## src/rtl/assert_macros.svh

```systemverilog
// Assertion macros used by the top RTL file of the motion profile block.
`ifndef ASSERT_MACROS_SVH
`define ASSERT_MACROS_SVH

// The expression holds at every clock edge outside reset.
`define ASSERT_ALWAYS(label, expr, msg) \
    label: assert property (@(posedge i_clk) disable iff (!i_rst_n) (expr)) else $error(msg);

// The consequent holds in the same cycle as the antecedent.
`define ASSERT_IMPL(label, ante, cons, msg) \
    label: assert property (@(posedge i_clk) disable iff (!i_rst_n) (ante) |-> (cons)) \
        else $error(msg);

// The consequent holds in the cycle after the antecedent.
`define ASSERT_NEXT(label, ante, cons, msg) \
    label: assert property (@(posedge i_clk) disable iff (!i_rst_n) (ante) |=> (cons)) \
        else $error(msg);

`endif

```

## src/rtl/tmp_div_cell.sv

```systemverilog
// One registered restoring division step: one quotient bit per cell.
`default_nettype none

module tmp_div_cell #(
    parameter int DW = 32,
    parameter int NW = 64
) (
    input  wire logic          i_clk,
    input  wire logic          i_en,
    input  wire logic [DW-1:0] i_den,
    input  wire logic [DW-1:0] i_rem,
    input  wire logic [NW-1:0] i_num,
    output logic      [DW-1:0] o_rem,
    output logic      [NW-1:0] o_num
);

    logic [DW:0]   w_trial;
    logic [DW:0]   w_diff;
    logic          w_ge;
    logic [DW-1:0] n_rem;
    logic [NW-1:0] n_num;
    logic [DW-1:0] r_rem;
    logic [NW-1:0] r_num;

    // The numerator shifts out at the top while quotient bits shift in below.
    always_comb begin
        w_trial = {i_rem, i_num[NW-1]};
        w_diff  = w_trial - {1'b0, i_den};
        w_ge    = (w_trial >= {1'b0, i_den});
        n_rem   = w_ge ? w_diff[DW-1:0] : w_trial[DW-1:0];
        n_num   = {i_num[NW-2:0], w_ge};
    end

    always_ff @(posedge i_clk) begin
        if (i_en) begin
            r_rem <= n_rem;
            r_num <= n_num;
        end
    end

    assign o_rem = r_rem;
    assign o_num = r_num;

endmodule

`default_nettype wire

```

## config.mk

```make
export PLATFORM = sky130hd
export DESIGN_NAME = tmp_div_cell
export DESIGN_NICKNAME = d
export VERILOG_FILES = /design/src/rtl/assert_macros.svh /design/src/rtl/tmp_div_cell.sv
export SDC_FILE = /design/constraint.sdc
export NUM_CORES = 1
export LEC_CHECK = 0
export BUFFER_PORTS_ARGS = -buffer_cell sky130_fd_sc_hd__buf_2
export CORE_UTILIZATION = 48
export DETAILED_ROUTE_END_ITERATION = 6
export PLACE_DENSITY = 0.81
export SETUP_SLACK_MARGIN = 0.15
export SYNTH_ARGS = -nofsm -noshare
export SYNTH_HDL_FRONTEND = slang
export SYNTH_SLANG_ARGS = --single-unit
```

## constraint.sdc

```tcl
create_clock -name i_clk -period 3.4 [get_ports i_clk]
set_input_delay 0.68 -clock i_clk [delete_from_list [all_inputs] [get_ports i_clk]]
set_output_delay 0.68 -clock i_clk [all_outputs]
set_load 0.02 [all_outputs]
```

# After elaboration in Yosys (flattened, before gate mapping)
# Index checks and enable logic that the tools add are counted.
[word_totals] ff_bits=96 input_bits=130 output_inout_bits=96 elab_cells=5
[op_classes] add_sub_neg=1 magnitude_cmp=1 muxes=1
[ops] cell="33-bit by 32-bit greater-or-equal comparator with 1-bit output" n=1
[ops] cell="32-bit 2-to-1 mux" n=1
[ops] cell="32-bit subtractor" n=1

# Depth between registers and ports, before layout
[logic_depth] ltp_word=2 mapped_depth=13 depth_no_buf=11

# Worst setup path before layout
# OpenSTA, ideal clock, no wires.
[synth_timing] path_type="input port to flip-flop" startpoint="input i_den[23]" endpoint="register r_rem[14] (netlist: o_rem[14]), data pin" t_arrival_ps=2788 path_slack_ps=352 stages=11 n_path_buf=2 cell_sequence="inv_1 > ha_1 > buf_6 > and3_1 > o21a_1 > a311oi_2 > o21ai_1 > or3b_1 > o21a_1 > buf_6 > mux2_4"
[synth_via] elab_chain_len=2
[synth_rtl] element="start: declaration" line="tmp_div_cell.sv:10" source="input wire logic [DW-1:0] i_den,"
[synth_rtl] element="33-bit by 32-bit greater-or-equal comparator with 1-bit output" line="tmp_div_cell.sv:29" source="w_ge = (w_trial >= {1'b0, i_den});"
[synth_rtl] element="32-bit 2-to-1 mux" line="tmp_div_cell.sv:30" source="n_rem = w_ge ? w_diff[DW-1:0] : w_trial[DW-1:0];"
[synth_rtl] element="net n_rem[14]" line="tmp_div_cell.sv:20" source="logic [DW-1:0] n_rem;"
[synth_rtl] element="end signal: assignment" line="tmp_div_cell.sv:36" source="r_rem <= n_rem;"
[synth_rtl] element="end: declaration" line="tmp_div_cell.sv:22" source="logic [DW-1:0] r_rem;"
# The timed path passes the listed nets, and every way through them passes these cells.
# A chain may end at the register's enable or synchronous reset.

# Worst setup path in the final report
[layout_timing] startpoint="input i_num[63]" endpoint="register r_rem[24] (netlist: o_rem[24]), data pin"
[layout_via] elab_chain_len=2
[layout_rtl] element="start: declaration" line="tmp_div_cell.sv:12" source="input wire logic [NW-1:0] i_num,"
[layout_rtl] element="32-bit subtractor or 33-bit by 32-bit greater-or-equal comparator with 1-bit output (tied branches)" line="tmp_div_cell.sv:28, tmp_div_cell.sv:29"
[layout_rtl] element="32-bit 2-to-1 mux (*)" line="tmp_div_cell.sv:30"
[layout_rtl] element="net n_rem[24]" line="tmp_div_cell.sv:20"
# The timed path passes the listed nets; every way through them passes the cells marked *.

==> results.md <==
- Run status: finished, final reports clean
- Gate count of the mapped netlist: 455
- Post-CTS setup buffer count: 0
- CORE AREA: 10,420 µm²
- Cts hold-fix bufs: 0
- Worst-Margin Slew: 0.4909 ns
- Die width: 106.2 µm
- Critical Path RT: 3.54 ns
- Crit path max-delay family: compound AO/OA/AOI/OAI gates
- Clock transition at path regs: 0.10 ns
- CTS resizes: 0
- Post-DP HPWL: 10,670 µm
- Synth Register Bits: 96
- # IOs: 226
- RSZ-0062 raised after global routing: no
- Via count: 4,303
- Crit. End Element: flip-flop
- Reg area: 2883 µm²
- Avg WL per Cell: 16.37 µm
- Design area: 6720 µm²
- Pins Over Slew Limit: 0
- Remaining antenna violation count after routing: 0
- GRT Total Usage: 0.2435
- Netlist cell types: 49
- Main synth FF type: edfxtp_1
- # rows: 37
- Async SR Flop Fraction: 0
- Layout overhead on the synthesized area: 28.99%
- Area of the multi-input gates: 2046 µm²
- Vias/cell: 5.197
- Cell leakage power: 3.110 nW
- Worst Path Arrival: 3.18 ns
- CP max-delay cell: fa_1
- Pin count of the biggest net entering global routing: 63
- PD cells: 467.2 nW/µm²
- Initial antenna violation count: 0
- Grt ovf: 0
- Initial core utilization: 0.5002
- Placed Instances: 812
- Nets@finish: 850
- DRT iter0 DRCs: 238
- Avg Inst Size Synth: 11.45 µm²
- EDFF count, synth: 96
- Full die area: 11,280 µm²
- Peak fanout along the critical path: 7
- I/O Buffers: 225
- CTS Sinks: 96
- Worst Path Buf+Inv: 2
- Ant diodes: 0
- Synthesized cell area: 5210 µm²
- Vias in the first global route: 4,297
- Post-place setup slack: -0.006423 ns
- Critical-path cell list: buf_2 > inv_1 > ha_1 > fa_1 > nor2b_1 > o2111ai_1 > a21oi_1 > o31ai_1 > a21oi_2 > a21oi_1 > nand4b_1 > mux2_4
- TritonCTS clock tree: yes
- Final Setup Violations: 0
- FMAX: 328.8 MHz
- FILL cells: 824
- WL final: 13,560 µm
- Final GP Congestion: 0.8634
- Chip height: 106.2 µm
- Drt pass-1 iters: 4
- Final hold slack: 0.4772 ns
- Fin cells: 828
- Longest Clk Path Bufs: 2
- Final hold violation count: 0
- Final setup margin: 0.3587 ns
- TritonCTS Buffers: 9
- Final worst-path cycle share: 0.8945
- DRC violations left: 0
- Clk root buf: clkbuf_8
- Max Cap Viol: 0
- Max incr delay on CP: 0.42 ns
- DP Area: 6534 µm²
- H-tree depth: 3
- Global-route wire length before repair: 21,090 µm
- Syn Nets: 618
- Util after Layout: 0.6452
- Slew margin rel.: 0.6727
- Post-synthesis sequential area ratio: 0.5533
- Crit start category: input port
- Top cell by count, worst path: a21oi_1
- Synth warnings: 0
- Final min period: 3.041 ns
- Hold Crit Class: in -> reg
- Critical path class: in -> reg
- Share of layout cells above drive strength 1: 0.3887
- Maximum vdd ir drop: 0.0002382 V
## registers in the layout, summed over array words and instances (netlist names)
signal  cells
o_num      64
o_rem      32
## area by class of cell
cell class,count,area share
Sequential cell,96,0.4290
Multi-Input combinational cell,296,0.3044
Timing Repair Buffer,238,0.1880
Inverter,46,0.02569
Tap cell,136,0.02532
Clock buffer,9,0.01843
Clock inverter,7,0.009123
## synth_stat cells (3+ instances only)
library cell	n	area, µm²
edfxtp_1	96	2883
a21oi_1	54	270.3
inv_1	46	172.7
nor2_1	37	138.9
ha_1	32	400.4
nand2_1	24	90.09
o21ai_0	17	85.08
xnor2_1	16	140.1
xor2_1	10	87.58
a21o_1	8	60.06
mux2_4	8	120.1
nand3_1	8	40.04
nand4_1	8	50.05
nand2b_1	7	43.79
o31ai_1	7	52.55
clkbuf_1	6	22.52
o21a_1	6	45.04
buf_2	5	25.02
buf_6	5	56.30
o21bai_1	5	37.54
o21ai_1	4	20.02
a2111oi_0	3	26.28
a211oi_1	3	22.52
and2_1	3	18.77
nor3_1	3	15.01
## per-layer routing
layer | track usage | share of wire
met1 | 0.2903 | 0.41
met2 | 0.4365 | 0.51
met3 | 0.05089 | 0.070
met4 | 0.07837 | 0.016
met5 | 0 | 0
## final timing paths
check  cells after the start      start  slack, ns   endpoint
max                       12  i_num[63]       0.36  o_rem[24]
min                        1  i_num[41]       0.48  o_num[42]
## report_power, final
group          switching, W  internal [W]
Sequential        0.0000308       0.00146
Combinational      0.000546      0.000369
Clock              0.000452      0.000282
## cells in the final DEF, fill, tap and decap left out, types with 3 or more instances in the layout
cell type / count
xor2_1: 10
o21ai_1: 4
buf_2: 224
a21o_1: 8
o21ai_0: 17
inv_1: 46
buf_12: 3
clkbuf_8: 9
edfxtp_1: 96
o21a_1: 5
nand4_1: 8
nand2b_1: 7
xnor2_1: 16
nand3_1: 8
o21bai_1: 5
a211oi_1: 3
nor3_1: 3
ha_1: 32
o31ai_1: 7
and2_1: 3
nand2_1: 24
buf_4: 11
mux2_4: 8
nor2_1: 37
a21oi_1: 54
## metrics by stage
step / total power [W] / setup TNS (ns)
6_report: 0.003140 / 0
5_1_grt: 0.003283 / 0
4_1_cts: 0.003161 / 0
3_3_place_gp: 0.002404 / 0
3_5_place_dp: 0.002429 / -0.006423
2_1_floorplan: 0.002098 / 0
## kinds of logic after synthesis
family | Yosys count | share of synthesized area
compound gates | 120 | 0.1405
xor+xnor | 26 | 0.04371
fa+ha+maj | 33 | 0.08069
buf+inv | 63 | 0.05451
flops | 96 | 0.5533
mux | 10 | 0.02690
simple gates | 107 | 0.1004
(Power assumes the default switching activity.)
