--- config.mk ---
export PLATFORM = sky130hd
export DESIGN_NAME = tmp_sqrt_cell
export DESIGN_NICKNAME = d
export VERILOG_FILES = /design/src/rtl/assert_macros.svh /design/src/rtl/tmp_sqrt_cell.sv
export SDC_FILE = /design/constraint.sdc
export NUM_CORES = 1
export LEC_CHECK = 0
export BUFFER_PORTS_ARGS = -buffer_cell sky130_fd_sc_hd__clkbuf_2
export CORE_MARGIN = 2
export CORE_UTILIZATION = 44
export CTS_CLUSTER_SIZE = 20
export DETAILED_ROUTE_END_ITERATION = 16
export GPL_TIMING_DRIVEN = 1
export MAX_ROUTING_LAYER = met4
export PLACE_DENSITY = 0.77
export SYNTH_ARGS = -nofsm -noshare
export SYNTH_HDL_FRONTEND = slang
export SYNTH_SLANG_ARGS = --single-unit
export TNS_END_PERCENT = 30
--- constraint.sdc ---
create_clock -name i_clk -period 2.02 [get_ports i_clk]
set_input_delay 0 -clock i_clk [delete_from_list [all_inputs] [get_ports i_clk]]
set_output_delay 0 -clock i_clk [all_outputs]
set_load 0.01 [all_outputs]
--- src/rtl/assert_macros.svh ---
// Assertion macros used by the top RTL file of the motion profile block.
`ifndef ASSERT_MACROS_SVH
`define ASSERT_MACROS_SVH

// The expression holds at every clock edge outside reset.
`define ASSERT_ALWAYS(label, expr, msg) \
    label: assert property (@(posedge i_clk) disable iff (!i_rst_n) (expr)) else $error(msg);

// The consequent holds in the same cycle as the antecedent.
`define ASSERT_IMPL(label, ante, cons, msg) \
    label: assert property (@(posedge i_clk) disable iff (!i_rst_n) (ante) |-> (cons)) \
        else $error(msg);

// The consequent holds in the cycle after the antecedent.
`define ASSERT_NEXT(label, ante, cons, msg) \
    label: assert property (@(posedge i_clk) disable iff (!i_rst_n) (ante) |=> (cons)) \
        else $error(msg);

`endif

--- src/rtl/tmp_sqrt_cell.sv ---
// One registered digit-by-digit square root step: one root bit per cell.
`default_nettype none

module tmp_sqrt_cell #(
    parameter int XW = 64
) (
    input  wire logic              i_clk,
    input  wire logic              i_en,
    input  wire logic [XW/2+1:0]   i_rem,
    input  wire logic [XW/2-1:0]   i_root,
    input  wire logic [XW-1:0]     i_x,
    output logic      [XW/2+1:0]   o_rem,
    output logic      [XW/2-1:0]   o_root,
    output logic      [XW-1:0]     o_x
);

    localparam int RW = XW / 2;

    logic [RW+3:0] w_tr;
    logic [RW+3:0] w_trial;
    logic [RW+3:0] w_diff;
    logic          w_ge;
    logic [RW+1:0] n_rem;
    logic [RW-1:0] n_root;
    logic [RW+1:0] r_rem;
    logic [RW-1:0] r_root;
    logic [XW-1:0] r_x;

    // Bring down the next two radicand bits and try the digit one.
    always_comb begin
        w_tr    = {i_rem, i_x[XW-1:XW-2]};
        w_trial = {2'b00, i_root, 2'b01};
        w_diff  = w_tr - w_trial;
        w_ge    = (w_tr >= w_trial);
        n_rem   = w_ge ? w_diff[RW+1:0] : w_tr[RW+1:0];
        n_root  = {i_root[RW-2:0], w_ge};
    end

    always_ff @(posedge i_clk) begin
        if (i_en) begin
            r_rem  <= n_rem;
            r_root <= n_root;
            r_x    <= {i_x[XW-3:0], 2'b00};
        end
    end

    assign o_rem  = r_rem;
    assign o_root = r_root;
    assign o_x    = r_x;

endmodule

`default_nettype wire
# Word level (Yosys, flattened, before mapping)
# Index checks and enable logic that the tools add are counted.
dict set report op_classes {
  magnitude_cmp 1
  n_addsub 1
  mux 1
}
# cell count
set ops {}
lappend ops {{$ge 36x34->1} 1}
lappend ops {{$mux 34} 1}
lappend ops {{$sub 34x34->34} 1}
dict set report word_totals {
  out_inout_bits 130
  ff_bits 128
}

# Logic depth before layout (Yosys ltp)
# Gate-level depths: netlist of run 1.
dict set report logic_depth {
  word_depth 2
  ltp_mapped 13
  ltp_nobuf 10
}

# Worst setup path after synthesis of run 1
# Ideal clock, no wire load.
dict set report synth_timing {
  path_kind {input to register}
  start {input port i_root[9]}
  end {register r_rem[27], in the netlist o_rem[27], data pin}
  path_buffers 0
  setup_time_ns 0.260
  stages 10
  path_slack_ns -0.223
  arrival_ns 1.982
  cell_sequence {inv_1 ha_1 a21o_1 a31o_1 a211oi_4 o211ai_2 a21bo_2 mux2i_1 o221ai_1 mux2_4}
}
dict set report synth_via {
  elab_chain_len 2
  word_cells_on_any_way 3
}
# element line_no
set synth_rtl {}
lappend synth_rtl {{start: declaration} tmp_sqrt_cell.sv:10} ;# input wire logic [XW/2-1:0] i_root,
lappend synth_rtl {{$sub 34x34->34 or $ge 36x34->1 (tied branches)} {tmp_sqrt_cell.sv:33, tmp_sqrt_cell.sv:34}}
lappend synth_rtl {{$mux 34 *} tmp_sqrt_cell.sv:35} ;# n_rem = w_ge ? w_diff[RW+1:0] : w_tr[RW+1:0];
lappend synth_rtl {{named net n_rem[27]} tmp_sqrt_cell.sv:23} ;# logic [RW+1:0] n_rem;
lappend synth_rtl {{end signal: assignment} tmp_sqrt_cell.sv:41} ;# r_rem <= n_rem;
lappend synth_rtl {{end: declaration} tmp_sqrt_cell.sv:25} ;# logic [RW+1:0] r_rem;
# Mark *: on every way through the listed nets, which the timed path passes. The rest lies on a longest branch.
# A chain may end at the register's enable or synchronous reset.

# Final worst setup path of run 1
dict set report layout_timing {
  start {input port i_root[15]}
  end {register r_rem[25], in the netlist o_rem[25], data pin}
}
# Same word-level chain as after synthesis.

==> flow_summary.json, run 1 <==
{
  "drcViolationCount": 0,
  "clkTransAtPathRegs_ns": 0.06,
  "yosysMostFrequentCell": "edfxtp_1",
  "power_density_nw_per_um2": 807,
  "cp_max_fo": 6,
  "root_buffer": "clkbuf_16",
  "row_count": 43,
  "intPower_mw": 6.35,
  "rsz0062_at_grt": "yes",
  "drt_iter0_drc": 428,
  "initial_core_util_pct": 45.3,
  "synth-edff-count": 128,
  "total_power_mw": 8.72,
  "wl_mm": 22.4,
  "leakagePower_nw": 4.87,
  "syn_area_per_cell_um2": 12.5,
  "dpl.cell_count": 1025,
  "p_sw_share_pct": 27.2,
  "clk_path_buf_depth": 2,
  "required_ns": 2.18,
  "pwr-share-seq_pct": 38.4,
  "grt_start_max_net_pins": 48,
  "finalHoldViolCount": 0,
  "grt_pass1_vias": 6077,
  "cts_made_buffers": 17,
  "antenna_found_initial": 0,
  "finalCritPeriodShare_pct": 99.2,
  "drv_slew": 0,
  "drtPass1Iterations": 5,
  "dieArea_um2": 15300,
  "drive_above_1_share_pct": 45.2,
  "ys_warn_count": 0,
  "worstSetupPathType": "primary input to register",
  "gp_congestion": 0.890,
  "synth_area_leader_cell": "edfxtp_1",
  "synth.area.top_cells": "edfxtp_1, ha_1, nand2_1",
  "die_w_um": 124,
  "grt-ovfl-total": 0,
  "synthCells": 507,
  "pwr-share-comb_pct": 23.4,
  "hold_start": "i_rem[29]",
  "dpl.hpwl_mm": 13.8,
  "via_per_inst": 5.15,
  "status": "finished clean",
  "vdd_drop_max_mv": 0.615,
  "n_antenna_cell": 0,
  "holdPathStages": 4,
  "setup_violations": 0,
  "synthFlopType": "edfxtp_1",
  "synth_area_um2": 6310,
  "crit_arrival_ns": 2.17,
  "die_h_um": 124,
  "detail_route.wl_per_cell_um": 18.8,
  "synth_commonest_cells": "edfxtp_1, nand2_1, inv_1",
  "setup_tns_ns": 0,
  "nets": 1162,
  "fmax_mhz": 499,
  "core_area_um2": 13900,
  "ctsHtreeMaxLevel": 4,
  "ios": 262,
  "postRouteAntennaNets": 0,
  "cts.sinks": 128,
  "critical_path.startpoint": "i_root[15]",
  "io_buffer_count": 259,
  "ys_async_sr_fraction_pct": 0,
  "p_sw_mw": 2.38,
  "cts_tree": "built",
  "syn2layout_area_growth_pct": 71.2,
  "crit_path_start_kind": "primary input",
  "fillers": 808,
  "ys_types": 62,
  "yosys_register_bits": 128,
  "cp-end-kind": "register",
  "hp-class": "primary input to register",
  "power_frac_clock_pct": 38.3,
  "fin_crit_ns": 2.00,
  "synth_top_area_share_pct": 60.9,
  "maxCapViolCount": 0,
  "fin_cells": 1188,
  "grt.total_usage_pct": 28.5,
  "synth_seq_area_share_pct": 60.9,
  "grt_pass1_wl_mm": 31.6,
  "via_count": 6124
}
## metrics by stage
stage	cell area [um^2]	utilization, %	hold slack, ns	setup WS, ns
finish	10800	77.6	0.0133	0.0153
global placement	8620	61.9	0.177	-0.388
floorplan	6450	-	0.0989	-0.0795
detailed placement	8620	61.9	0.179	-0.478
CTS	10500	75.4	0.0110	0.00523
global route	10800	77.6	0.0470	-0.0522
## state kept, by name (all words and copies together), names as in the netlist
| signal | flops |
|---|---|
| o_rem | 34 |
| o_root | 32 |
| o_x | 62 |
## logic make-up (layout without fill, tap and decap cells)
logic type,count (synthesis),after routing,synth area share (%)
fa+ha+maj,34,34,6.74
compound gates,133,133,14.8
mux,5,5,0.872
flops,128,128,60.9
simple gates,120,120,8.88
xor+xnor,27,27,3.74
other cells,1,2,0.0594
buf+inv,59,559,4.08
## power by group through the flow
| stage | Sequential [mW] | Combinational, mW | Clock (mW) |
|---|---|---|---|
| floorplan | 3.53 | 0.684 | 0 |
| global placement | 3.38 | 1.63 | 0 |
| detailed placement | 3.39 | 1.67 | 0 |
| CTS | 3.34 | 1.88 | 3.34 |
| global route | 3.37 | 2.20 | 3.48 |
| finish | 3.35 | 2.04 | 3.34 |
## final timing paths
kind / to / slack, ns
worst max-delay path: o_rem[25] / 0.02
worst min-delay path: o_rem[31] / 0.01
## per-layer routing
layer / share of wire [%] / track usage (%) / up-vias
met4: 3.8 / 12.6 / 0
met2: 51 / 49.6 / 289
met1: 37 / 30.6 / 2914
li1: - / - / 2851
met5: 0 / - / -
met3: 7.5 / 7.23 / 70
## layout by cell type, fill, tap and decap left out, types with 4 or more instances in the layout
master | Yosys | final
clkinv_4 | 0 | 6
nor3_1 | 10 | 10
bufinv_16 | 0 | 4
clkbuf_16 | 0 | 18
nand3_1 | 6 | 5
a21oi_2 | 0 | 7
nand4_1 | 6 | 6
mux2i_1 | 4 | 4
buf_4 | 2 | 95
edfxtp_1 | 128 | 128
inv_1 | 42 | 35
ha_1 | 34 | 17
inv_2 | 0 | 5
a21oi_1 | 28 | 21
a21o_1 | 19 | 19
nor2_1 | 18 | 16
clkbuf_2 | 2 | 256
xor2_1 | 13 | 13
ha_4 | 0 | 16
nand2_1 | 58 | 57
o21ai_1 | 4 | 6
o21ai_0 | 41 | 39
dlygate4sd3_1 | 0 | 125
buf_6 | 1 | 4
nand2b_1 | 5 | 5
xnor2_1 | 14 | 14
## area by class of cell
type / instances / area, um^2 / share of cell area (%)
Sequential cell: 128 / 3840 / 35.5
Timing Repair Buffer: 485 / 3390 / 31.4
Multi-Input combinational cell: 321 / 2530 / 23.4
Clock buffer: 17 / 425 / 3.93
Tap cell: 180 / 225 / 2.08
Clock inverter: 14 / 206 / 1.91
Inverter: 43 / 191 / 1.77
## worst max-delay path, stage by stage
cell	delay, ns
clkbuf_2	0.11
inv_2	0.08
ha_4	0.20
buf_4	0.15
and3_1	0.23
o31ai_2	0.24
nand3b_1	0.22
o41ai_4	0.47
buf_4	0.18
xor2_1	0.17
o21ai_0	0.11
## repair_timing
item	4_1_cts	5_1_grt
hold endpoints to repair	142	0
endpoints found under the setup margin	1	34
gates resized for setup	0	44
buffers inserted	1	4
hold buffers	125	0
pin swaps	1	20
cloned	0	2
Power figures use the tool's default switching activity.
==> run 2: changes to the inputs <==
CORE_UTILIZATION = 49   (was 44)
CTS_CLUSTER_DIAMETER = 40   (was unset)
PLACE_DENSITY = 0.81   (was 0.77)
clock period = 1.93 ns   (was 2.02 ns; I/O delays follow)
==> flow_summary.json, run 2 (synthesis results as in run 1) <==
{
  "use_met2_pct": 61.0,
  "grt_pass1_wl_mm": 38.8,
  "initial_core_util_pct": 50.0,
  "power_frac_clock_pct": 35.4,
  "cts_made_buffers": 17,
  "finalHoldViolCount": 0,
  "setup_violations": 33,
  "cp-end-kind": "register",
  "worstSetupPathType": "primary input to register",
  "row_count": 41,
  "use_met3_pct": 10.8,
  "postRouteAntennaNets": 0,
  "grt-busiest-layer": "met2",
  "dieArea_um2": 13800,
  "post-route-util_pct": 87.6,
  "dpl.hpwl_mm": 14.0,
  "drtPass1Iterations": 7,
  "clkTransAtPathRegs_ns": 0.07,
  "p_sw_mw": 2.77,
  "root_buffer": "clkbuf_16",
  "drcViolationCount": 0,
  "fmax_mhz": 463,
  "largest_register_ffs": 62,
  "holdWs_ns": 0.0762,
  "grt_util_met1_pct": 43.0,
  "drive_above_1_share_pct": 48.0,
  "die_w_um": 118,
  "ios": 262,
  "drt_iter0_drc": 1019,
  "critPathSlowestCell": "a211oi_4",
  "grt-ovfl-total": 0,
  "stdcell_area_um2": 11100,
  "required_ns": 2.09,
  "via_per_inst": 5.91,
  "syn2layout_area_growth_pct": 75.0,
  "cts_tree": "built",
  "via_count": 7093,
  "core_area_um2": 12600,
  "leakagePower_nw": 5.00,
  "hp-class": "primary input to register",
  "cts.sinks": 128,
  "hold_start": "i_x[63]",
  "setup_tns_ns": -2.56,
  "finalWorstSetupSlack_ns": -0.232,
  "final_cell_mix": "clkbuf_2, edfxtp_1, dlygate4sd3_1",
  "violations": "negative setup slack",
  "power_density_nw_per_um2": 833,
  "wl_mm": 29.1,
  "drv_slew": 0,
  "pwr-share-seq_pct": 38.4,
  "place_worst_setup_slack_ns": -0.555,
  "finalCritPeriodShare_pct": 112,
  "holdPathStages": 4,
  "maxCapViolCount": 0,
  "die_h_um": 118,
  "gp_congestion": 0.855,
  "ctsHtreeMaxLevel": 4,
  "clk_path_buf_depth": 2,
  "p_sw_share_pct": 30.1,
  "antenna_found_initial": 1,
  "vdd_drop_max_mv": 0.793,
  "cp_max_fo": 7,
  "intPower_mw": 6.44,
  "fin_crit_ns": 2.16,
  "total_power_mw": 9.21,
  "io_buffer_count": 259,
  "fin_cells": 1200,
  "final_common_cell": "clkbuf_2",
  "slowest_delay_ns": 0.29,
  "crit_chain": "clkbuf_16, inv_12, ha_4, a21o_1, a31o_1, a211oi_4, o211ai_2, buf_6, a211o_1, a21oi_2, xor2_1, o21ai_1",
  "crit_path_start_kind": "primary input",
  "pwr-share-comb_pct": 26.1,
  "status": "finished, violations left",
  "critical_path.startpoint": "i_root[9]",
  "grt_pass1_vias": 6786,
  "nets": 1181,
  "crit_arrival_ns": 2.32,
  "detail_route.wl_per_cell_um": 24.2,
  "grt_start_max_net_pins": 43,
  "grt.total_usage_pct": 37.8,
  "dpl.cell_count": 1028,
  "dpl_cell_area_um2": 8780,
  "rsz0062_at_grt": "yes"
}
run 2: cell types whose count changed in the layout (fill, tap and decap cells not counted), moves of 3 or more:
cell	delta
buf_4	+15
o21ai_0	-8
o21ai_2	+5
clkbuf_16	+4
clkinv_4	-4
clkinvlp_4	+4
nand2_1	-4
clkinv_2	+3
nand2_4	+3
o21ai_1	+3
run 2: critical path, delay by kind of cell:
kind | cells | cell delay [ns]
compound gates | 7 | 1.52
xor+xnor | 1 | 0.26
fa+ha+maj | 1 | 0.21
buf+inv | 3 | 0.33
run 2: final cells by class:
| cell class | count | area, um^2 |
|---|---|---|
| flip-flops and latches | 128 | 3840 |
| repair buffers | 504 | 3620 |
| multi-input cells | 321 | 2610 |
| fillers | 561 | 1570 |
| clock buffers | 17 | 425 |
| well taps | 172 | 215 |
| inverters | 43 | 191 |
| clock inverters | 14 | 140 |
| diodes | 1 | 2.50 |
run 2: metal layers:
| metal | wire length, um | up-vias |
|---|---|---|
| met5 | 0 | - |
| met4 | 2110 | 0 |
| met3 | 3290 | 195 |
| met2 | 13800 | 670 |
| met1 | 9880 | 3338 |
| li1 | - | 2890 |
run 2: worst paths after layout:
| check | to | slack [ns] |
|---|---|---|
| hold / removal | o_rem[1] | 0.08 |
| setup / recovery | o_rem[19] | -0.23 |
run 2: power groups by stage:
stage / clock network [mW] / logic, mW / registers, mW
finish: 3.26 / 2.41 / 3.54
global route: 3.35 / 2.50 / 3.55
CTS: 3.12 / 2.06 / 3.49
detailed placement: 0 / 1.80 / 3.55
global placement: 0 / 1.76 / 3.54
floorplan: 0 / 0.749 / 3.69
run 2: repair_timing:
item / CTS / global route
pin swaps: 11 / 42
gates cloned: 0 / 3
endpoints found under the setup margin: 25 / 34
hold buffers: 124 / 0
buffers inserted: 2 / 11
hold endpoints to repair: 161 / 0
resized for setup: 21 / 48
